### src/hdl/sssc_pkg.sv
// Shared types, constants and helpers for the servo soft-start speed cap block.
// No dependencies; imported by every module of the block except sssc_ram.
`timescale 1ns / 1ps

package sssc_pkg;

    localparam int SERVO_COUNT = 18;
    localparam int ADDR_W      = (SERVO_COUNT > 1) ? $clog2(SERVO_COUNT) : 1;
    localparam int CNT_W       = $clog2(SERVO_COUNT + 1);
    localparam int CFG_ADDR_W  = 5;

    localparam logic [5:0]  SERVO_LIMIT = 6'(SERVO_COUNT);
    localparam logic [9:0]  SPEED_MAX   = 10'd1023;
    localparam logic [15:0] POS_INVALID = 16'hFFFF;

    localparam logic [9:0]              RST_CAP_SPEED = 10'd100;
    localparam logic [15:0]             RST_JUMP_TH   = 16'd100;
    localparam logic [15:0]             RST_DONE_TH   = 16'd10;
    localparam logic [31:0]             RST_TIMEOUT   = 32'd3000;
    localparam logic [SERVO_COUNT-1:0]  RST_PRESENT   = '1;

    typedef enum logic [1:0] {
        ACT_COMMAND = 2'd0,
        ACT_TICK    = 2'd1,
        ACT_FLUSH   = 2'd2,
        ACT_RESTART = 2'd3
    } action_t;

    typedef enum logic [2:0] {
        CFG_CAP_SPEED = 3'd0,
        CFG_JUMP_TH   = 3'd1,
        CFG_DONE_TH   = 3'd2,
        CFG_TIMEOUT   = 3'd3,
        CFG_PRESENT   = 3'd4
    } cfg_idx_t;

    typedef struct packed {
        logic [1:0]  action;
        logic [4:0]  servo_index;
        logic        addressed;
        logic [15:0] previous_goal;
        logic [15:0] new_goal;
        logic [15:0] speed_request;
        logic [15:0] position;
        logic [31:0] now_ms;
        logic        last_element;
        logic [7:0]  write_limit;
    } in_item_t;

    typedef struct packed {
        logic        write_valid;
        logic [4:0]  servo_id;
        logic [9:0]  speed_value;
        logic [4:0]  written_count;
        logic        converging_flag;
        logic        is_last;
    } out_item_t;

    typedef struct packed {
        logic [9:0]             cap_speed;
        logic [15:0]            jump_threshold;
        logic [15:0]            done_threshold;
        logic [31:0]            timeout_ms;
        logic [SERVO_COUNT-1:0] present_mask;
    } cfg_t;

    function automatic logic [15:0] abs_diff16(input logic [15:0] a, input logic [15:0] b);
        abs_diff16 = (a > b) ? (a - b) : (b - a);
    endfunction

endpackage

### src/hdl/servo_soft_start_speed_cap.sv
// Top level of the servo soft-start speed cap block.
// Depends on sssc_pkg, sssc_regs, sssc_core (and sssc_ram below it).
`timescale 1ns / 1ps

// Soft-start speed limiter for SERVO_COUNT servos. Requested and last-written
// speeds live in two small RAMs with registered read data; per-entry valid bits
// make reset and restart take effect at once, with no clearing pass. Command and
// tick elements that do not end a batch, and restarts, are handled in the idle
// state. A batch end walks every entry once through the RAM read port. A flush
// scans pending marks one entry a cycle and spends one more RAM read per pending
// present servo before it closes; it stalls only while a result waits at the
// output. Configuration is written over the APB port at byte addresses 0x00
// (cap_speed) to 0x10 (present_mask).
module servo_soft_start_speed_cap
    import sssc_pkg::*;
(
    input  logic                  aclk,
    input  logic                  aresetn,
    input  logic                  psel,
    input  logic                  penable,
    input  logic                  pwrite,
    input  logic [CFG_ADDR_W-1:0] paddr,
    input  logic [31:0]           pwdata,
    output logic [31:0]           prdata,
    output logic                  pready,
    input  logic                  s_valid,
    output logic                  s_ready,
    input  in_item_t              s_data,
    output logic                  m_valid,
    input  logic                  m_ready,
    output out_item_t             m_data
);

    cfg_t cfg;

    sssc_regs u_regs (
        .aclk    (aclk),
        .aresetn (aresetn),
        .psel    (psel),
        .penable (penable),
        .pwrite  (pwrite),
        .paddr   (paddr),
        .pwdata  (pwdata),
        .prdata  (prdata),
        .pready  (pready),
        .cfg     (cfg)
    );

    sssc_core u_core (
        .aclk    (aclk),
        .aresetn (aresetn),
        .cfg     (cfg),
        .s_valid (s_valid),
        .s_ready (s_ready),
        .s_data  (s_data),
        .m_valid (m_valid),
        .m_ready (m_ready),
        .m_data  (m_data)
    );

endmodule

### src/hdl/sssc_ram.sv
// Generic single-write, single-read synchronous RAM with registered read data.
// No dependencies.
`timescale 1ns / 1ps

module sssc_ram #(
    parameter int WIDTH = 10,
    parameter int DEPTH = 18
) (
    input  logic                                          aclk,
    input  logic                                          we,
    input  logic [((DEPTH > 1) ? $clog2(DEPTH) : 1)-1:0]  waddr,
    input  logic [WIDTH-1:0]                              wdata,
    input  logic                                          re,
    input  logic [((DEPTH > 1) ? $clog2(DEPTH) : 1)-1:0]  raddr,
    output logic [WIDTH-1:0]                              rdata
);

    logic [WIDTH-1:0] mem [DEPTH];

    always_ff @(posedge aclk) begin
        if (we) begin
            mem[waddr] <= wdata;
        end
        if (re) begin
            rdata <= mem[raddr];
        end
    end

endmodule

### src/hdl/sssc_regs.sv
// APB-style configuration register file for the soft-start speed cap block.
// Depends on sssc_pkg.
`timescale 1ns / 1ps

module sssc_regs
    import sssc_pkg::*;
(
    input  logic                  aclk,
    input  logic                  aresetn,
    input  logic                  psel,
    input  logic                  penable,
    input  logic                  pwrite,
    input  logic [CFG_ADDR_W-1:0] paddr,
    input  logic [31:0]           pwdata,
    output logic [31:0]           prdata,
    output logic                  pready,
    output cfg_t                  cfg
);

    cfg_t     cfg_reg;
    cfg_t     cfg_next;
    cfg_idx_t reg_idx;
    logic     wr_en;

    assign pready  = 1'b1;
    assign reg_idx = cfg_idx_t'(paddr[4:2]);
    assign wr_en   = psel && penable && pwrite;
    assign cfg     = cfg_reg;

    always_comb begin
        cfg_next = cfg_reg;
        if (wr_en) begin
            unique case (reg_idx)
                CFG_CAP_SPEED: cfg_next.cap_speed      = pwdata[9:0];
                CFG_JUMP_TH:   cfg_next.jump_threshold = pwdata[15:0];
                CFG_DONE_TH:   cfg_next.done_threshold = pwdata[15:0];
                CFG_TIMEOUT:   cfg_next.timeout_ms     = pwdata;
                CFG_PRESENT:   cfg_next.present_mask   = pwdata[SERVO_COUNT-1:0];
                default: ;
            endcase
        end
    end

    always_comb begin
        unique case (reg_idx)
            CFG_CAP_SPEED: prdata = 32'(cfg_reg.cap_speed);
            CFG_JUMP_TH:   prdata = 32'(cfg_reg.jump_threshold);
            CFG_DONE_TH:   prdata = 32'(cfg_reg.done_threshold);
            CFG_TIMEOUT:   prdata = cfg_reg.timeout_ms;
            CFG_PRESENT:   prdata = 32'(cfg_reg.present_mask);
            default:       prdata = '0;
        endcase
    end

    always_ff @(posedge aclk) begin
        if (!aresetn) begin
            cfg_reg.cap_speed      <= RST_CAP_SPEED;
            cfg_reg.jump_threshold <= RST_JUMP_TH;
            cfg_reg.done_threshold <= RST_DONE_TH;
            cfg_reg.timeout_ms     <= RST_TIMEOUT;
            cfg_reg.present_mask   <= RST_PRESENT;
        end else begin
            cfg_reg <= cfg_next;
        end
    end

endmodule

### src/hdl/sssc_core.sv
// Item processing, pending-mark walk and flush walk over the per-servo speed RAMs.
// Depends on sssc_pkg and sssc_ram.
`timescale 1ns / 1ps

module sssc_core
    import sssc_pkg::*;
(
    input  logic      aclk,
    input  logic      aresetn,
    input  cfg_t      cfg,
    input  logic      s_valid,
    output logic      s_ready,
    input  in_item_t  s_data,
    output logic      m_valid,
    input  logic      m_ready,
    output out_item_t m_data
);

    typedef enum logic [4:0] {
        ST_IDLE   = 5'b00001,
        ST_MARK   = 5'b00010,
        ST_SCAN   = 5'b00100,
        ST_EVAL   = 5'b01000,
        ST_FINISH = 5'b10000
    } state_t;

    state_t                 state_reg, state_next;
    logic                   converging_reg, converging_next;
    logic [31:0]            engage_time_reg, engage_time_next;
    logic [SERVO_COUNT-1:0] pending_reg, pending_next;
    logic                   jump_seen_reg, jump_seen_next;
    logic                   valid_seen_reg, valid_seen_next;
    logic                   all_within_reg, all_within_next;
    logic [9:0]             restart_cap_reg, restart_cap_next;
    logic [SERVO_COUNT-1:0] req_vld_reg, req_vld_next;
    logic [SERVO_COUNT-1:0] wr_vld_reg, wr_vld_next;
    logic [CNT_W-1:0]       walk_idx_reg, walk_idx_next;
    logic                   eval_vld_reg, eval_vld_next;
    logic [ADDR_W-1:0]      eval_idx_reg, eval_idx_next;
    logic [7:0]             write_limit_reg, write_limit_next;
    logic [7:0]             written_reg, written_next;
    logic                   hold_vld_reg, hold_vld_next;
    out_item_t              hold_reg, hold_next;
    logic                   m_valid_reg, m_valid_next;
    out_item_t              m_data_reg, m_data_next;

    logic                   accept;
    action_t                action;
    logic [ADDR_W-1:0]      in_addr;
    logic                   in_range;
    logic [SERVO_COUNT-1:0] in_bit;
    logic                   present_in;
    logic                   cmd_write;
    logic [9:0]             req_clamped;
    logic                   cmd_jump;
    logic                   jump_eff;
    logic                   tick_hit;
    logic                   valid_eff;
    logic                   within_eff;
    logic [31:0]            elapsed;
    logic                   time_up;

    logic [ADDR_W-1:0]      walk_addr;
    logic [SERVO_COUNT-1:0] walk_bit;
    logic [SERVO_COUNT-1:0] eval_bit;
    logic                   walk_done;
    logic                   rd_en;
    logic [ADDR_W-1:0]      rd_addr;
    logic                   wr_we;
    logic [9:0]             req_rdata;
    logic [9:0]             wr_rdata;
    logic [9:0]             req_val;
    logic [9:0]             wr_val;
    logic [9:0]             target;
    logic                   differs;
    logic                   out_free;

    assign s_ready   = (state_reg == ST_IDLE);
    assign accept    = s_valid && s_ready;
    assign action    = action_t'(s_data.action);
    assign in_addr   = s_data.servo_index[ADDR_W-1:0];
    assign in_range  = ({1'b0, s_data.servo_index} < SERVO_LIMIT);
    assign in_bit    = SERVO_COUNT'(1) << s_data.servo_index;
    assign present_in = |(cfg.present_mask & in_bit);

    assign req_clamped = (s_data.speed_request > 16'(SPEED_MAX)) ? SPEED_MAX
                                                                 : s_data.speed_request[9:0];
    assign cmd_write = accept && (action == ACT_COMMAND) && in_range && s_data.addressed;
    assign cmd_jump  = in_range && s_data.addressed &&
                       (abs_diff16(s_data.new_goal, s_data.previous_goal) > cfg.jump_threshold);
    assign jump_eff  = jump_seen_reg || cmd_jump;

    assign tick_hit   = in_range && present_in && (s_data.position != POS_INVALID);
    assign valid_eff  = valid_seen_reg || tick_hit;
    assign within_eff = all_within_reg &&
        !(tick_hit && (abs_diff16(s_data.new_goal, s_data.position) > cfg.done_threshold));
    assign elapsed    = s_data.now_ms - engage_time_reg;
    assign time_up    = (elapsed >= cfg.timeout_ms);

    assign walk_addr = walk_idx_reg[ADDR_W-1:0];
    assign walk_bit  = SERVO_COUNT'(1) << walk_idx_reg;
    assign eval_bit  = SERVO_COUNT'(1) << eval_idx_reg;
    assign walk_done = (walk_idx_reg == CNT_W'(SERVO_COUNT));
    assign rd_addr   = walk_addr;

    // Never-written entries read as their restart values.
    assign req_val = (|(req_vld_reg & eval_bit)) ? req_rdata : 10'd0;
    assign wr_val  = (|(wr_vld_reg & eval_bit)) ? wr_rdata : restart_cap_reg;
    assign target  = (converging_reg && (req_val == 10'd0)) ? cfg.cap_speed : req_val;
    assign differs = (target != wr_val);

    assign out_free = !m_valid_reg || m_ready;

    assign m_valid = m_valid_reg;
    assign m_data  = m_data_reg;

    always_comb begin
        state_next       = state_reg;
        converging_next  = converging_reg;
        engage_time_next = engage_time_reg;
        pending_next     = pending_reg;
        jump_seen_next   = jump_seen_reg;
        valid_seen_next  = valid_seen_reg;
        all_within_next  = all_within_reg;
        restart_cap_next = restart_cap_reg;
        req_vld_next     = req_vld_reg;
        wr_vld_next      = wr_vld_reg;
        walk_idx_next    = walk_idx_reg;
        eval_vld_next    = eval_vld_reg;
        eval_idx_next    = eval_idx_reg;
        write_limit_next = write_limit_reg;
        written_next     = written_reg;
        hold_vld_next    = hold_vld_reg;
        hold_next        = hold_reg;
        m_valid_next     = m_valid_reg && !m_ready;
        m_data_next      = m_data_reg;
        rd_en            = 1'b0;
        wr_we            = 1'b0;

        if (cmd_write) begin
            req_vld_next = req_vld_reg | in_bit;
        end

        unique case (state_reg)
            ST_IDLE: begin
                if (accept) begin
                    unique case (action)
                        ACT_COMMAND: begin
                            jump_seen_next = jump_eff;
                            if (s_data.last_element) begin
                                if (jump_eff) begin
                                    converging_next  = 1'b1;
                                    engage_time_next = s_data.now_ms;
                                end
                                jump_seen_next  = 1'b0;
                                valid_seen_next = 1'b0;
                                all_within_next = 1'b1;
                                walk_idx_next   = '0;
                                eval_vld_next   = 1'b0;
                                state_next      = ST_MARK;
                            end
                        end
                        ACT_TICK: begin
                            valid_seen_next = valid_eff;
                            all_within_next = within_eff;
                            if (s_data.last_element) begin
                                if (converging_reg && ((valid_eff && within_eff) || time_up)) begin
                                    converging_next = 1'b0;
                                end
                                jump_seen_next  = 1'b0;
                                valid_seen_next = 1'b0;
                                all_within_next = 1'b1;
                                walk_idx_next   = '0;
                                eval_vld_next   = 1'b0;
                                state_next      = ST_MARK;
                            end
                        end
                        ACT_FLUSH: begin
                            write_limit_next = s_data.write_limit;
                            written_next     = 8'd0;
                            walk_idx_next    = '0;
                            state_next       = ST_SCAN;
                        end
                        ACT_RESTART: begin
                            converging_next  = 1'b1;
                            engage_time_next = s_data.now_ms;
                            pending_next     = '0;
                            req_vld_next     = '0;
                            wr_vld_next      = '0;
                            restart_cap_next = cfg.cap_speed;
                            jump_seen_next   = 1'b0;
                            valid_seen_next  = 1'b0;
                            all_within_next  = 1'b1;
                        end
                        default: ;
                    endcase
                end
            end

            // Read entry n while comparing entry n-1.
            ST_MARK: begin
                if (eval_vld_reg && differs) begin
                    pending_next = pending_reg | eval_bit;
                end
                if (walk_done) begin
                    eval_vld_next = 1'b0;
                    state_next    = ST_IDLE;
                end else begin
                    rd_en         = 1'b1;
                    walk_idx_next = walk_idx_reg + CNT_W'(1);
                    eval_vld_next = 1'b1;
                    eval_idx_next = walk_addr;
                end
            end

            ST_SCAN: begin
                priority if (walk_done || (written_reg >= write_limit_reg)) begin
                    state_next = ST_FINISH;
                end else if (!(|(pending_reg & walk_bit))) begin
                    walk_idx_next = walk_idx_reg + CNT_W'(1);
                end else if (!(|(cfg.present_mask & walk_bit))) begin
                    pending_next  = pending_reg & ~walk_bit;
                    walk_idx_next = walk_idx_reg + CNT_W'(1);
                end else begin
                    rd_en         = 1'b1;
                    eval_idx_next = walk_addr;
                    state_next    = ST_EVAL;
                end
            end

            // The held result goes out only once the next one shows it was not the last.
            ST_EVAL: begin
                if (!differs) begin
                    pending_next  = pending_reg & ~eval_bit;
                    walk_idx_next = walk_idx_reg + CNT_W'(1);
                    state_next    = ST_SCAN;
                end else if (!hold_vld_reg || out_free) begin
                    if (hold_vld_reg) begin
                        m_valid_next = 1'b1;
                        m_data_next  = hold_reg;
                    end
                    wr_we         = 1'b1;
                    wr_vld_next   = wr_vld_reg | eval_bit;
                    written_next  = written_reg + 8'd1;
                    hold_vld_next = 1'b1;
                    hold_next.write_valid     = 1'b1;
                    hold_next.servo_id        = 5'(eval_idx_reg) + 5'd1;
                    hold_next.speed_value     = target;
                    hold_next.written_count   = written_next[4:0];
                    hold_next.converging_flag = converging_reg;
                    hold_next.is_last         = 1'b0;
                    pending_next  = pending_reg & ~eval_bit;
                    walk_idx_next = walk_idx_reg + CNT_W'(1);
                    state_next    = ST_SCAN;
                end
            end

            ST_FINISH: begin
                if (out_free) begin
                    m_valid_next = 1'b1;
                    if (hold_vld_reg) begin
                        m_data_next         = hold_reg;
                        m_data_next.is_last = 1'b1;
                    end else begin
                        m_data_next.write_valid     = 1'b0;
                        m_data_next.servo_id        = 5'd0;
                        m_data_next.speed_value     = 10'd0;
                        m_data_next.written_count   = 5'd0;
                        m_data_next.converging_flag = converging_reg;
                        m_data_next.is_last         = 1'b1;
                    end
                    hold_vld_next = 1'b0;
                    state_next    = ST_IDLE;
                end
            end

            default: state_next = ST_IDLE;
        endcase
    end

    // Accesses never touch one entry in back-to-back cycles except a command write
    // followed by its batch-end walk, which may read the entry just written.
    sssc_ram #(
        .WIDTH (10),
        .DEPTH (SERVO_COUNT)
    ) u_req_ram (
        .aclk  (aclk),
        .we    (cmd_write),
        .waddr (in_addr),
        .wdata (req_clamped),
        .re    (rd_en),
        .raddr (rd_addr),
        .rdata (req_rdata)
    );

    sssc_ram #(
        .WIDTH (10),
        .DEPTH (SERVO_COUNT)
    ) u_wr_ram (
        .aclk  (aclk),
        .we    (wr_we),
        .waddr (eval_idx_reg),
        .wdata (target),
        .re    (rd_en),
        .raddr (rd_addr),
        .rdata (wr_rdata)
    );

    always_ff @(posedge aclk) begin
        if (!aresetn) begin
            state_reg       <= ST_IDLE;
            converging_reg  <= 1'b1;
            engage_time_reg <= 32'd0;
            pending_reg     <= '0;
            jump_seen_reg   <= 1'b0;
            valid_seen_reg  <= 1'b0;
            all_within_reg  <= 1'b1;
            restart_cap_reg <= RST_CAP_SPEED;
            req_vld_reg     <= '0;
            wr_vld_reg      <= '0;
            eval_vld_reg    <= 1'b0;
            hold_vld_reg    <= 1'b0;
            m_valid_reg     <= 1'b0;
        end else begin
            state_reg       <= state_next;
            converging_reg  <= converging_next;
            engage_time_reg <= engage_time_next;
            pending_reg     <= pending_next;
            jump_seen_reg   <= jump_seen_next;
            valid_seen_reg  <= valid_seen_next;
            all_within_reg  <= all_within_next;
            restart_cap_reg <= restart_cap_next;
            req_vld_reg     <= req_vld_next;
            wr_vld_reg      <= wr_vld_next;
            eval_vld_reg    <= eval_vld_next;
            hold_vld_reg    <= hold_vld_next;
            m_valid_reg     <= m_valid_next;
        end
    end

    always_ff @(posedge aclk) begin
        walk_idx_reg    <= walk_idx_next;
        eval_idx_reg    <= eval_idx_next;
        write_limit_reg <= write_limit_next;
        written_reg     <= written_next;
        hold_reg        <= hold_next;
        m_data_reg      <= m_data_next;
    end

`ifndef SYNTH
    a_hold_empty_idle: assert property (@(posedge aclk) disable iff (!aresetn)
        (state_reg == ST_IDLE) |-> !hold_vld_reg)
        else $error("held item left over outside a flush");

    a_write_budget: assert property (@(posedge aclk) disable iff (!aresetn)
        ((state_reg == ST_SCAN) || (state_reg == ST_EVAL) || (state_reg == ST_FINISH))
        |-> (written_reg <= write_limit_reg))
        else $error("flush exceeded its write limit");

    a_empty_is_last: assert property (@(posedge aclk) disable iff (!aresetn)
        (m_valid_reg && !m_data_reg.write_valid) |-> m_data_reg.is_last)
        else $error("non-write item not marked last");

    a_restart_clears: assert property (@(posedge aclk) disable iff (!aresetn)
        (accept && (action == ACT_RESTART))
        |=> ((pending_reg == '0) && converging_reg && (wr_vld_reg == '0)))
        else $error("restart did not clear pending state");
`endif

endmodule

### config.mk
export PLATFORM = sky130hd
export DESIGN_NAME = servo_soft_start_speed_cap
export DESIGN_NICKNAME = d
export VERILOG_FILES = /design/src/hdl/sssc_pkg.sv /design/src/hdl/servo_soft_start_speed_cap.sv /design/src/hdl/sssc_ram.sv /design/src/hdl/sssc_regs.sv /design/src/hdl/sssc_core.sv
export SDC_FILE = /design/constraint.sdc
export NUM_CORES = 1
export LEC_CHECK = 0
export BUFFER_PORTS_ARGS = -buffer_cell sky130_fd_sc_hd__buf_2
export CELL_PAD_IN_SITES_DETAIL_PLACEMENT = 1
export CELL_PAD_IN_SITES_GLOBAL_PLACEMENT = 2
export CORE_AREA = 3 3 305 307
export DETAILED_ROUTE_END_ITERATION = 8
export DIE_AREA = 0 0 308 310
export GPL_TIMING_DRIVEN = 0
export HOLD_SLACK_MARGIN = 0.03
export PLACE_DENSITY_LB_ADDON = 0.1
export SLEW_MARGIN = 40
export SYNTH_ARGS = -nofsm -noshare
export SYNTH_HDL_FRONTEND = slang
export SYNTH_SLANG_ARGS = --single-unit
### constraint.sdc
create_clock -name aclk -period 8.2 [get_ports aclk]
set_input_delay 1.23 -clock aclk [delete_from_list [all_inputs] [get_ports aclk]]
set_output_delay 1.23 -clock aclk [all_outputs]
set_load 0.02 [all_outputs]
Word level (Yosys, flattened, before mapping):

Memory sizes are Yosys's and may differ from the RTL's. A register that Yosys moved wholly into a read port is not among the register bits.
Cells that the tools add are included.

* bits in registers: 270
* latch bits: 0
* bits in writable memories: 360
* bits in read-only memories: 0
* input port bits: 157
* output and inout port bits: 58
* logic and storage cells: 270
* memories: 2

Memories
* u_core.u_req_ram.mem: words 18, width 10, rd ports 1, clocked after memory_dff 1, wr ports 1, RTL line sssc_ram.sv:18 `logic [WIDTH-1:0] mem [DEPTH];`
* u_core.u_wr_ram.mem: words 18, width 10, rd ports 1, clocked after memory_dff 1, wr ports 1, RTL line sssc_ram.sv:18

* $add $sub $neg: 8
* $mul: 0
* divide/modulo/power cells: 0
* $lt $le $gt $ge: 8
* equality and inequality tests: 41
* shift operators: 3
* muxes and demuxes: 100
* bitwise logic cells: 12
* reductions and logical operators: 64

Operators by type and width (number)
* two-way mux 18 bit: 14
* case mux 32 bit (5 select lines): 1
* AND 18 bit: 7
* two-way mux 23 bit: 5
* two-way mux 5 bit: 21
* OR reduction 18 bit: 5
* case mux 18 bit (4 select lines): 1
* > comparator 16 bit: 4
* two-way mux 32 bit: 2
* case mux 32 bit (2 select lines): 1
* subtractor 16 bit: 4
* OR 18 bit: 3
* << shifter 1 x 5 -> 18 bit (first input constant): 3
* case mux 23 bit (2 select lines): 1
* two-way mux 10 bit: 4
* inverter 18 bit: 2
* case mux 18 bit (2 select lines): 1
* greater-or-equal comparator 32 bit: 1
* two-way mux 16 bit: 2
* two-way mux 8 bit: 4
* subtractor 32 bit: 1
* case mux 5 bit (2 select lines): 3
* two-way mux 1 bit: 29
* case mux 5 bit (5 select lines): 1
* 41 further kinds: 116

Longest topological paths before layout:

* word-level depth: 14
* gate-level depth with buffers: 28
* mapped depth without buffers: 26

By module:

Synthesis repeated with hierarchy kept, for this count alone.

* cells, all modules: 2927
* area, all modules: 34038.9 µm²

Modules (own cells, without submodules)
* sssc_core: times used 1, cells each 1755, area each 14888.0 µm², seq. area each 4264.1 µm²
* sssc_ram: times used 2, cells each 353, area each 7400.8 µm², seq. area each 5705.5 µm²
* sssc_regs: times used 1, cells each 466, area each 4349.2 µm², seq. area each 1841.8 µm²

Least setup slack after synthesis:

Ideal clock, no wire load.

* path kind: input to register
* start: in s_data[82] in the netlist's numbering
* end: reg u_core.engage_time_reg[7]
* setup time: 128 ps
* data arrival time: 6383 ps
* required time: 8072 ps
* path slack: 1690 ps
* cell stages on the path: 26
* path buffers: 5
* cells stage by stage: inv_1 > ha_1 > clkbuf_1 > a21oi_1 > o21ai_0 > a221o_1 > a21oi_1 > and2_1 > a211oi_1 > clkbuf_1 > buf_1 > mux2_2 > ha_1 > nor2b_1 > o21a_1 > o21a_1 > o21ai_0 > a21oi_1 > o31a_1 > o21ai_0 > a211o_1 > a21o_1 > clkbuf_1 > buf_1 > mux2i_1 > nor2_1

* longest elaborated chain between the ends: 7
* elaborated cells on any way between the ends: 9
* classes of those cells: add/sub: 2; order compare: 2; eq/ne: 1; mux: 1; reduce/logical: 3

RTL lines
* from (decl): RTL line servo_soft_start_speed_cap.sv:28 `input in_item_t s_data,`
* subtractor 16 bit or > comparator 16 bit (tied branches): RTL line sssc_pkg.sv:68 `abs_diff16 = (a > b) ? (a - b) : (b - a);`
* two-way mux 16 bit (*): RTL line sssc_pkg.sv:68
* > comparator 16 bit (*): RTL line sssc_core.sv:90 `(abs_diff16(s_data.new_goal, s_data.previous_goal) > cfg.jump_threshold);`
* logical AND 1 bit (*): RTL line sssc_core.sv:89 `assign cmd_jump = in_range && s_data.addressed &&`
* logical OR 1 bit (*): RTL line sssc_core.sv:91 `assign jump_eff = jump_seen_reg || cmd_jump;`
* != test 2 x 1 -> 1 bit (no line) (*)
* AND reduction 5 bit (no line) (*)
* to (signal assigned): RTL line sssc_core.sv:327 `engage_time_reg <= engage_time_next;`
* to (decl): RTL line sssc_core.sv:29 `logic [31:0] engage_time_reg, engage_time_next;`

Mark *: on every way between the ends. The rest lies on a longest branch, timed or not.
A chain may end at the register's enable or synchronous reset.

Worst setup path after layout:

* start: in s_data[82] in the netlist's numbering
* end: reg u_core.engage_time_reg[19]

Same word-level chain as after synthesis.

==> flow_metrics.py <==
metrics = {
    "status": {
        "status": "complete, no violations",
    },
    "clock_tree": {
        "post-cts-setup-buffer-count": 0,
        "cts_tree": "yes",
        "clock_sinks": 650,
        "cts_buffers": 77,
        "clk_latency_ns": 0.65,
        "cts.path.max_buffers": 3,
        "cts_resized": 0,
        "root_buffer": "clkbuf_16",
        "h-tree-depth": 3,
        "hold_buffers": 0,
        "path_clk_slew_ns": 0.06,
    },
    "critical_path": {
        "end_kind": "flip-flop",
        "worstPathArrival_ns": 8.02,
        "criticalPathCategory": "primary input to flip-flop",
        "cp_data_required_time_ns": 8.69,
        "startpoint_type": "primary input",
        "crit_fanout": 10,
    },
    "yosys": {
        "synthesis.area_um2": 33400,
        "synthAdderAreaFrac_pct": 6.96,
        "synth_xor_area_share_pct": 1.73,
        "syn_nets": 3345,
        "synth-compound-area-share_pct": 12.5,
        "yosysWarnings": 0,
        "ys_seq_area_share_pct": 52.4,
        "synthFlopType": "edfxtp_1",
        "synth_edf_count": 450,
        "synth.area.mux_share_pct": 9.47,
        "synth.avg_cell_area_um2": 11.1,
        "synth_top_area_share_pct": 40.4,
        "synth_async_sr_flop_share_pct": 0,
        "yosys.area_share.simple_pct": 12.7,
        "synth_top_family_by_area": "simple AND/OR/NAND/NOR gates",
        "yosys.cell_types.count": 80,
        "synthesis.instances": 3005,
        "yosys.area.top_type": "edfxtp_1",
        "synth_area_leaders": "edfxtp_1 (40%), dfxtp_1 (12%), ha_1 (6.7%), mux4_2 (5.5%), nand2_1 (3.9%)",
        "synth-seq-cells": 650,
    },
    "die": {
        "placement_rows": 110,
        "start_util_pct": 37.0,
        "dieArea_um2": 95500,
        "core-area_um2": 90300,
        "io_pins": 215,
        "fp.dieW_um": 308,
        "die_y_um": 310,
    },
    "routing": {
        "firstDrtPassIters": 5,
        "drt_iter0_drc": 1773,
        "vias": 25200,
        "drcViolationCount": 0,
        "postRouteAntennaNets": 0,
        "avgRoutedWirePerCell_um": 25.5,
        "finalWirelength_um": 116000,
        "vias_per_cell": 5.55,
    },
    "sta": {
        "final_max_slew_viol_count": 0,
        "post-route-period-util_pct": 91.9,
        "skew_ns": 0.0314,
        "slew_headroom_pct": 41.6,
        "tightest_slew_ns": 0.877,
        "max_freq_mhz": 133,
        "fin_crit_ns": 7.53,
        "hold_violations": 0,
        "finalSetupViolations": 0,
        "whs_ns": 0.457,
        "rsz0062_at_grt": "false",
    },
    "cells_and_area": {
        "nets": 3644,
        "final_common_cell": "edfxtp_1",
        "final_area_um2": 38700,
        "layoutNonFillerInstCount": 4539,
        "final_cell_mix": "edfxtp_1 (450), nand2_1 (347), buf_2 (232)",
        "syn_to_final_growth_pct": 15.9,
        "register_area_um2": 17500,
        "fill_cells": 9839,
        "multiInputGateArea_um2": 14700,
        "drive_gt1_share_pct": 16.9,
    },
    "global_route": {
        "grt_max_degree": 22,
        "grt_use_total_pct": 24.0,
        "antenna_found_initial": 5,
        "grt_pass1_wl_um": 171000,
        "grt_pass1_vias": 26400,
        "overflow": 0,
    },
    "pwr": {
        "leakage_nw": 15.0,
        "power_per_cell_area_nw_per_um2": 253,
        "pwr-share-seq_pct": 37.3,
        "ir_worst_vdd_v": 0.000205,
        "combPwrFrac_pct": 28.1,
        "p_int_mw": 6.60,
        "power_frac_clock_pct": 34.6,
        "switching_power_mw": 3.21,
        "switching_share_pct": 32.7,
    },
    "min_path": {
        "worst_hold_path_type": "flip-flop to flip-flop",
    },
    "placement": {
        "port_buffers": 207,
        "gp_congestion": 0.915,
        "placed_cell_area_um2": 36200,
        "numPlacedInstances": 4401,
        "hpwlAfterDp_um": 89000,
    },
    "job": {
        "max_cap_viol_count": 0,
    },
}
[worst max-delay path, stage by stage]
cell      delay (ns)
buf_2           0.13
inv_1           0.07
ha_1            0.27
clkbuf_1        0.29
a21oi_1         0.12
o21ai_0         0.21
a221o_1         0.17
a21oi_1         0.10
and2_1          0.15
a211oi_1        0.43
clkbuf_1        0.44
buf_1           0.54
mux2_2          0.42
ha_1            0.29
nor2b_1         0.14
o21a_1          0.17
o21a_1          0.16
o21ai_0         0.14
a21oi_1         0.09
o31a_1          0.25
o21ai_2         0.55
a211o_1         0.22
a21o_1          0.12
clkbuf_1        0.35
buf_1           0.63
mux2i_1         0.26
nor2_1          0.06
[cell type report]
class,count,share of cell area [%]
antenna,2,0.0129
buffer,169,1.83
clock buffer,98,5.28
clock inverter,38,1.09
inverter,191,1.85
multi-input combinational,1995,38.0
sequential,650,45.2
tap,1176,3.80
timing repair buffer,220,2.89
[routing by layer]
metal / vias to the layer above / wire length, um / GRT usage (%) / share of wire (%)
li1: 11700 / - / - / -
met3: 159 / 5420 / 3.69 / 4.7
met1: 12800 / 52200 / 32.7 / 45
met4: 0 / 2900 / 6.32 / 2.5
met5: - / 0 / 0 / 0
met2: 615 / 55300 / 40.1 / 48
[synth_stat cells (all sizes together) (4+ instances only)]
cell type  count
edfxtp       450
nand2        347
a21oi        211
dfxtp        200
inv          191
ha           178
nor2         173
clkbuf       127
o21ai         98
a21o          90
mux2i         89
nand3         88
mux4          82
nor2b         49
nor3          47
xnor2         46
and3          42
buf           42
nand4         40
mux2          38
a22oi         31
o211ai        24
a221o         22
a32o          21
o31ai         20
xor2          20
nand2b        19
o22ai         18
nor4          17
or2           16
and2          14
o21a          14
a22o          13
a31oi         13
nand3b        13
a211oi        12
o21bai        10
a41oi          6
and4           6
nor4bb         6
fa             5
or3            5
or4            5
nor3b          4
[per-stage QoR]
stage	TNS [ns]	util, %	power, mW	setup WS [ns]
global route	0	42.9	10.3	0.194
global placement	-14.52	39.8	6.41	-0.530
floorplan	0	-	5.49	1.69
finish	0	42.9	9.81	0.668
CTS	0	42.9	9.91	0.419
detailed placement	-5.12	40.1	6.48	-0.220
[cell families (layout without fill, tap and decap cells)]
kind of cell	count (synthesis)	in the layout
other	1	3
AO/OA/AOI/OAI	639	639
buffers and inverters	360	716
XOR/XNOR	66	66
AND/OR/NAND/NOR	897	897
adder cells (fa/ha/maj)	183	183
multiplexers	209	209
flip-flops	650	650
[power by group through the flow]
stage / clock (mW) / combinational [mW] / sequential (mW)
floorplan: 0 / 1.79 / 3.70
global placement: 0 / 2.68 / 3.73
detailed placement: 0 / 2.75 / 3.73
CTS: 3.48 / 2.77 / 3.66
global route: 3.62 / 3.00 / 3.67
finish: 3.39 / 2.76 / 3.66
[final timing paths]
path | startpoint | to | slack [ns] | depth (start not counted)
max | s_data[82] | u_core.engage_time_reg[19] | 0.67 | 27
min | u_regs.cfg[59] | u_regs.cfg[59] | 0.46 | 2
max reg2reg | u_core.eval_idx_reg[2] | u_core.u_wr_ram.mem[7][1] | 2.23 | 19
min reg2reg | u_regs.cfg[59] | u_regs.cfg[59] | 0.46 | 2
(Power assumes the default switching activity.)
